--- src/rtl/vd3_pkg.sv ---
// ----------------------------------------------------------------------------
// vd3_pkg
// Widths and the stage record shared by the 3D distance pipeline.
// ----------------------------------------------------------------------------
package vd3_pkg;

  // Signed Q16.16 coordinate.
  localparam int unsigned COORD_W = 32;
  // Magnitude of one coordinate difference.
  localparam int unsigned MAG_W   = 32;
  // Square of one magnitude.
  localparam int unsigned SQ_W    = 2 * MAG_W;
  // Sum of two squares and sum of three squares.
  localparam int unsigned PSUM_W  = SQ_W + 1;
  localparam int unsigned SUM_W   = SQ_W + 2;
  // Root bits: one per pair of radicand bits.
  localparam int unsigned ROOT_W  = SUM_W / 2;
  // Partial remainder: it never exceeds twice the root, plus two new bits.
  localparam int unsigned REM_W   = ROOT_W + 3;

  // State handed from one square-root stage to the next.
  typedef struct packed {
    logic [REM_W-1:0]  rem;
    logic [ROOT_W-1:0] root;
    logic [SUM_W-1:0]  rad;
  } vd3_sqrt_t;

endpackage

--- src/rtl/vd3_sqrt_stage.sv ---
// ----------------------------------------------------------------------------
// vd3_sqrt_stage
// One registered step of the digit-by-digit square root: one root bit.
// ----------------------------------------------------------------------------
module vd3_sqrt_stage (
  input  logic               clk_i,
  input  logic               rst_ni,
  input  logic               valid_i,
  input  vd3_pkg::vd3_sqrt_t data_i,
  output logic               valid_o,
  output vd3_pkg::vd3_sqrt_t data_o
);
  import vd3_pkg::*;

  logic [REM_W-1:0] rem_sh;
  logic [REM_W-1:0] trial;
  logic             take;
  vd3_sqrt_t        data_d, data_q;
  logic             valid_q;

  // Bring down the next two radicand bits and test the trial value 4r+1.
  always_comb begin
    rem_sh = {data_i.rem[REM_W-3:0], data_i.rad[SUM_W-1 -: 2]};
    trial  = {1'b0, data_i.root, 2'b01};
    take   = (rem_sh >= trial);
    data_d.rem  = take ? (rem_sh - trial) : rem_sh;
    data_d.root = {data_i.root[ROOT_W-2:0], take};
    data_d.rad  = {data_i.rad[SUM_W-3:0], 2'b00};
  end

  // Payload register.
  always_ff @(posedge clk_i) begin
    data_q <= data_d;
  end

  // Valid bit.
  always_ff @(posedge clk_i or negedge rst_ni) begin
    if (!rst_ni) begin
      valid_q <= 1'b0;
    end else begin
      valid_q <= valid_i;
    end
  end

  assign valid_o = valid_q;
  assign data_o  = data_q;

endmodule

--- config.mk ---
export PLATFORM = sky130hd
export DESIGN_NAME = vd3_sqrt_stage
export DESIGN_NICKNAME = d
export VERILOG_FILES = /design/src/rtl/vd3_pkg.sv /design/src/rtl/vd3_sqrt_stage.sv
export SDC_FILE = /design/constraint.sdc
export NUM_CORES = 1
export LEC_CHECK = 0
export BUFFER_PORTS_ARGS = -buffer_cell sky130_fd_sc_hd__buf_2
export CAP_MARGIN = 20
export CELL_PAD_IN_SITES_DETAIL_PLACEMENT = 1
export CELL_PAD_IN_SITES_GLOBAL_PLACEMENT = 1
export CORE_MARGIN = 2
export CORE_UTILIZATION = 33
export DETAILED_ROUTE_END_ITERATION = 12
export PLACE_DENSITY_LB_ADDON = 0.08
export SYNTH_ARGS = -nofsm -noshare
export SYNTH_HDL_FRONTEND = slang
export SYNTH_SLANG_ARGS = --single-unit
--- constraint.sdc ---
create_clock -name clk_i -period 0.8 [get_ports clk_i]
set_input_delay 0.08 -clock clk_i [delete_from_list [all_inputs] [get_ports clk_i]]
set_output_delay 0.08 -clock clk_i [all_outputs]
set_load 0.05 [all_outputs]
==> flow_metrics.env, run 1 <==
export IMPL_worstEndpointType="sequential cell input"
export IMPL_clock_sinks=134
export IMPL_numCtsBuffers=17
export IMPL_syn_area_mm2=0.00527
export IMPL_synth_edf_count=0
export IMPL_synthDistinctLibCells=57
export IMPL_synth_async_reset_ratio_pct=0.746
export IMPL_synth_area_leader_cell="dfxtp_1"
export IMPL_h_tree_depth=4
export IMPL_fp_dieH_um=130
export IMPL_fp_dieW_um=130
export IMPL_synth_seq_cells=134
export IMPL_antenna_found_initial=1
export IMPL_synthFlopType="dfxtp_1"
export IMPL_grt_start_max_net_pins=17
export IMPL_tool_error="[ERROR GRT-0232] Routing congestion too high. Check the congestion heatmap in the GUI."
export IMPL_dp_hpwl_um=13900
export IMPL_avgSynthCellArea_um2=11.0
export IMPL_grt_use_total_pct=75.4
export IMPL_grt_worst_endpoint="data_o[128]$_DFF_P_/D"
export IMPL_yosysSeqAreaShare_pct=51.0
export IMPL_portBuffers=269
export IMPL_start_util_pct=33.4
export IMPL_ctsRootBufferMaster="clkbuf_16"
export IMPL_globalplace_congestion=0.852
export IMPL_synth_warnings=0
export IMPL_stop_stage="global routing (5_1_grt)"
export IMPL_grt_overflow_total=158
export IMPL_synth_area_top_cells="dfxtp_1, ha_1, mux2_4, inv_1, xnor2_1"
export IMPL_rows=46
export IMPL_pin_count=274
export IMPL_clockBufferDepth=2
export IMPL_syn_inst=478
export IMPL_synth_top_cell_area_share_pct=50.5
export IMPL_status="stopped before the end"
==> logic make-up after synthesis <==
logic type,after synthesis,synth area share (%)
AO/OA/AOI/OAI,100,13.6
XOR/XNOR,31,5.15
adder cells (fa/ha/maj),35,8.31
buffers and inverters,57,4.67
flip-flops,134,51.0
multiplexers,32,8.66
other,1,0.0711
AND/OR/NAND/NOR,88,8.54
==> layer usage <==
layer	overflow	track usage [%]
met5	0	2.06
met2	101	97.1
met4	56	89.3
met1	0	71.1
met3	1	54.8
==> cells in the mapped netlist, types with 2 or more instances <==
cell / number
nor3b_1: 2
a31o_2: 2
dfxtp_1: 133
inv_1: 47
xor2_1: 12
and2_1: 3
nand4_1: 7
o211ai_1: 4
nand3_1: 9
mux2_2: 5
nand2_1: 27
and3_1: 11
buf_4: 2
o21a_1: 5
a21oi_1: 33
or2_2: 2
nor3_1: 5
o21bai_1: 4
buf_6: 3
o21ai_0: 20
xnor2_1: 19
ha_1: 35
a211oi_1: 3
mux2_4: 26
nor2b_1: 4
clkbuf_1: 4
a21o_1: 9
and4_1: 2
nor2_1: 12
==> through the flow <==
stage | setup TNS (ns) | instances | area (µm²) | setup slack [ns] | hold WS (ns)
2_1_floorplan | -57.11 | 479 | 5430 | -1.61 | -0.216
3_3_place_gp | -60.85 | 1067 | 7840 | -1.68 | -0.145
3_5_place_dp | -63.26 | 1067 | 7840 | -1.76 | -0.145
4_1_cts | -67.84 | 1243 | 11500 | -1.19 | -0.0185
==> what timing repair did <==
action,in CTS
cloned,0
buffers inserted,21
resized for setup,562
pin swaps,18
setup endpoints to repair,171
hold buffers,125
hold endpoints to repair,128
==> inputs of run 2 (changes only) <==
--- a/config.mk
+++ b/config.mk
@@ -7,12 +7,10 @@
 export LEC_CHECK = 0
 export BUFFER_PORTS_ARGS = -buffer_cell sky130_fd_sc_hd__buf_2
 export CAP_MARGIN = 20
-export CELL_PAD_IN_SITES_DETAIL_PLACEMENT = 1
-export CELL_PAD_IN_SITES_GLOBAL_PLACEMENT = 1
 export CORE_MARGIN = 2
-export CORE_UTILIZATION = 33
+export CORE_UTILIZATION = 35
 export DETAILED_ROUTE_END_ITERATION = 12
-export PLACE_DENSITY_LB_ADDON = 0.08
+export PLACE_DENSITY_LB_ADDON = 0.15
 export SYNTH_ARGS = -nofsm -noshare
 export SYNTH_HDL_FRONTEND = slang
 export SYNTH_SLANG_ARGS = --single-unit
==> run 2 against run 1 <==
Compared with the run above: synthesized cell count did not move; the flow now finishes, with violations (negative setup slack); area after synthesis did not move.
==> flow_metrics.env, run 2 <==
export IMPL_globalplace_congestion=0.886
export IMPL_fin_crit_sh_pct=253
export IMPL_synth_area_top_cells="dfxtp_1, ha_1, mux2_4, inv_1, xnor2_1"
export IMPL_synth_async_reset_ratio_pct=0.746
export IMPL_yosysSeqAreaShare_pct=51.0
export IMPL_cts_clk_slew_worst_paths_ns=0.06
export IMPL_critical_path_required_ns=1.10
export IMPL_failed_checks="negative setup slack"
export IMPL_path_max_fanout=15
export IMPL_avgSynthCellArea_um2=11.0
export IMPL_hold_viol=0
export IMPL_wirelength_um=22100
export IMPL_synth_area_leader_cell="dfxtp_1"
export IMPL_h_tree_depth=4
export IMPL_vias=5619
export IMPL_powerDensity_mw_per_mm2=2180
export IMPL_max_freq_mhz=494
export IMPL_synth_top_cell_area_share_pct=50.5
export IMPL_detail_route_antenna_nets=0
export IMPL_synth_seq_cells=134
export IMPL_synth_top_cells_by_count="dfxtp_1, inv_1, ha_1, a21oi_1, nand2_1"
export IMPL_grt_overflow_total=0
export IMPL_fin_setup_tns_ns=-67.35
export IMPL_synth_edf_count=0
export IMPL_cts_tree="yes"
export IMPL_synthDistinctLibCells=57
export IMPL_drive_above_1_share_pct=63.6
export IMPL_final_cell_mix="dfxtp_2, dlygate4sd3_1, buf_2, buf_4, buf_8"
export IMPL_hold_path_class="input pin to register"
export IMPL_portBuffers=269
export IMPL_pin_count=274
export IMPL_clockBufferDepth=2
export IMPL_drv_cap=0
export IMPL_clock_sinks=134
export IMPL_vdd_drop_max_uv=1600
export IMPL_syn_to_final_growth_pct=116
export IMPL_drcViolationCount=0
export IMPL_die_area_mm2=0.0161
export IMPL_critical_path_startpoint_type="input pin"
export IMPL_crit_type="input pin to register"
export IMPL_drv_slew=0
export IMPL_ctsRootBufferMaster="clkbuf_16"
export IMPL_cp_arrival_ns=2.32
export IMPL_synth_warnings=0
export IMPL_syn_area_mm2=0.00527
export IMPL_coreArea_mm2=0.0146
export IMPL_antenna_found_initial=3
export IMPL_rsz0062_at_grt="true"
export IMPL_fp_dieW_um=127
export IMPL_largest_reg_flops=133
export IMPL_numCtsBuffers=17
export IMPL_status="finished with violations"
export IMPL_grt_pass1_wl_um=31500
export IMPL_endpoint_kind="register"
export IMPL_finalSetupViolCount=171
export IMPL_finalCriticalPeriod_ns=2.02
export IMPL_grt_use_total_pct=25.2
export IMPL_final_nets=1183
export IMPL_viasPerCell=4.65
export IMPL_yosysMostFrequentCell="dfxtp_1"
export IMPL_drtIter0Drc=256
export IMPL_fin_ws_ns=-1.22
export IMPL_drt_first_pass_iters=4
export IMPL_wire_per_inst_um=18.3
export IMPL_syn_inst=478
export IMPL_layout_commonest_cell="dfxtp_2"
export IMPL_rows=44
export IMPL_fp_dieH_um=127
export IMPL_total_power_mw=24.9
export IMPL_start_util_pct=36.0
export IMPL_dp_hpwl_um=12300
export IMPL_synthFlopType="dfxtp_1"
export IMPL_grt_pass1_vias=5936
export IMPL_leakagePower_nw=5.39
export IMPL_grt_start_max_net_pins=17
## run 2: worst max-delay path, stage by stage
cell	delay (ns)
buf_6	0.10
inv_4	0.04
ha_4	0.19
nor2b_4	0.14
o311ai_4	0.29
a32oi_2	0.19
a31oi_4	0.23
o211ai_4	0.10
a41o_4	0.26
a21oi_4	0.16
inv_4	0.07
buf_12	0.16
mux2_4	0.31
## run 2: metrics by stage
stage	setup slack [ns]	hold slack, ns	instance area, µm²	cells	utilization [%]
detailed placement	-1.73	-0.144	7810	1038	53.3
CTS	-1.16	-0.0130	11100	1203	76.1
floorplan	-1.61	-0.216	5430	479	-
global route	-1.27	0.00323	11400	1208	77.8
global placement	-1.68	-0.146	7810	1038	53.3
finish	-1.22	0.00700	11400	1208	77.8
## run 2: kinds of logic after synthesis
logic type               share of synthesized area (%)
XOR/XNOR                                          5.15
AO/OA/AOI/OAI                                     13.6
multiplexers                                      8.66
adder cells (fa/ha/maj)                           8.31
other                                           0.0711
AND/OR/NAND/NOR                                   8.54
flip-flops                                        51.0
buffers and inverters                             4.67
## run 2: what timing repair did
action	CTS	global route
endpoints found under the setup margin	171	171
resized for setup	504	56
pin swaps	12	5
hold endpoints to repair	128	0
buffers inserted	8	5
hold buffers	126	0
## run 2: final cells by class
type / instances / area (µm²)
inverters: 48 / 185
flip-flops and latches: 134 / 2850
diodes: 1 / 2.50
clock inverters: 14 / 166
well taps: 184 / 230
fillers: 879 / 3250
repair buffers: 521 / 4870
clock buffers: 18 / 429
multi-input cells: 288 / 2670
## run 2: per-layer routing
layer	global-route usage, %	vias to the layer above	wire, µm
li1	-	2722	-
met1	27.7	2654	8450
met2	46.6	202	11500
met3	7.72	37	1400
met4	7.43	4	676
met5	0	-	23
## run 2: report_power, final
group	internal, mW	leakage (nW)	switching [mW]
Sequential	7.49	1.13	0.468
Clock	4.70	0.283	3.41
Combinational	4.27	3.98	4.52
Total	16.5	5.39	8.40
## run 2: final timing paths
kind | end | start | cells past startpoint
max | data_o[120]$_DFF_P_ | data_i[66] | 13
min | data_o[133]$_DFF_P_ | data_i[131] | 3
max in group asynchronous | valid_o$_DFF_PN0_ | rst_ni | 3
min in group asynchronous | valid_o$_DFF_PN0_ | rst_ni | 3
Note: power is estimated with default switching activity, not from simulation.
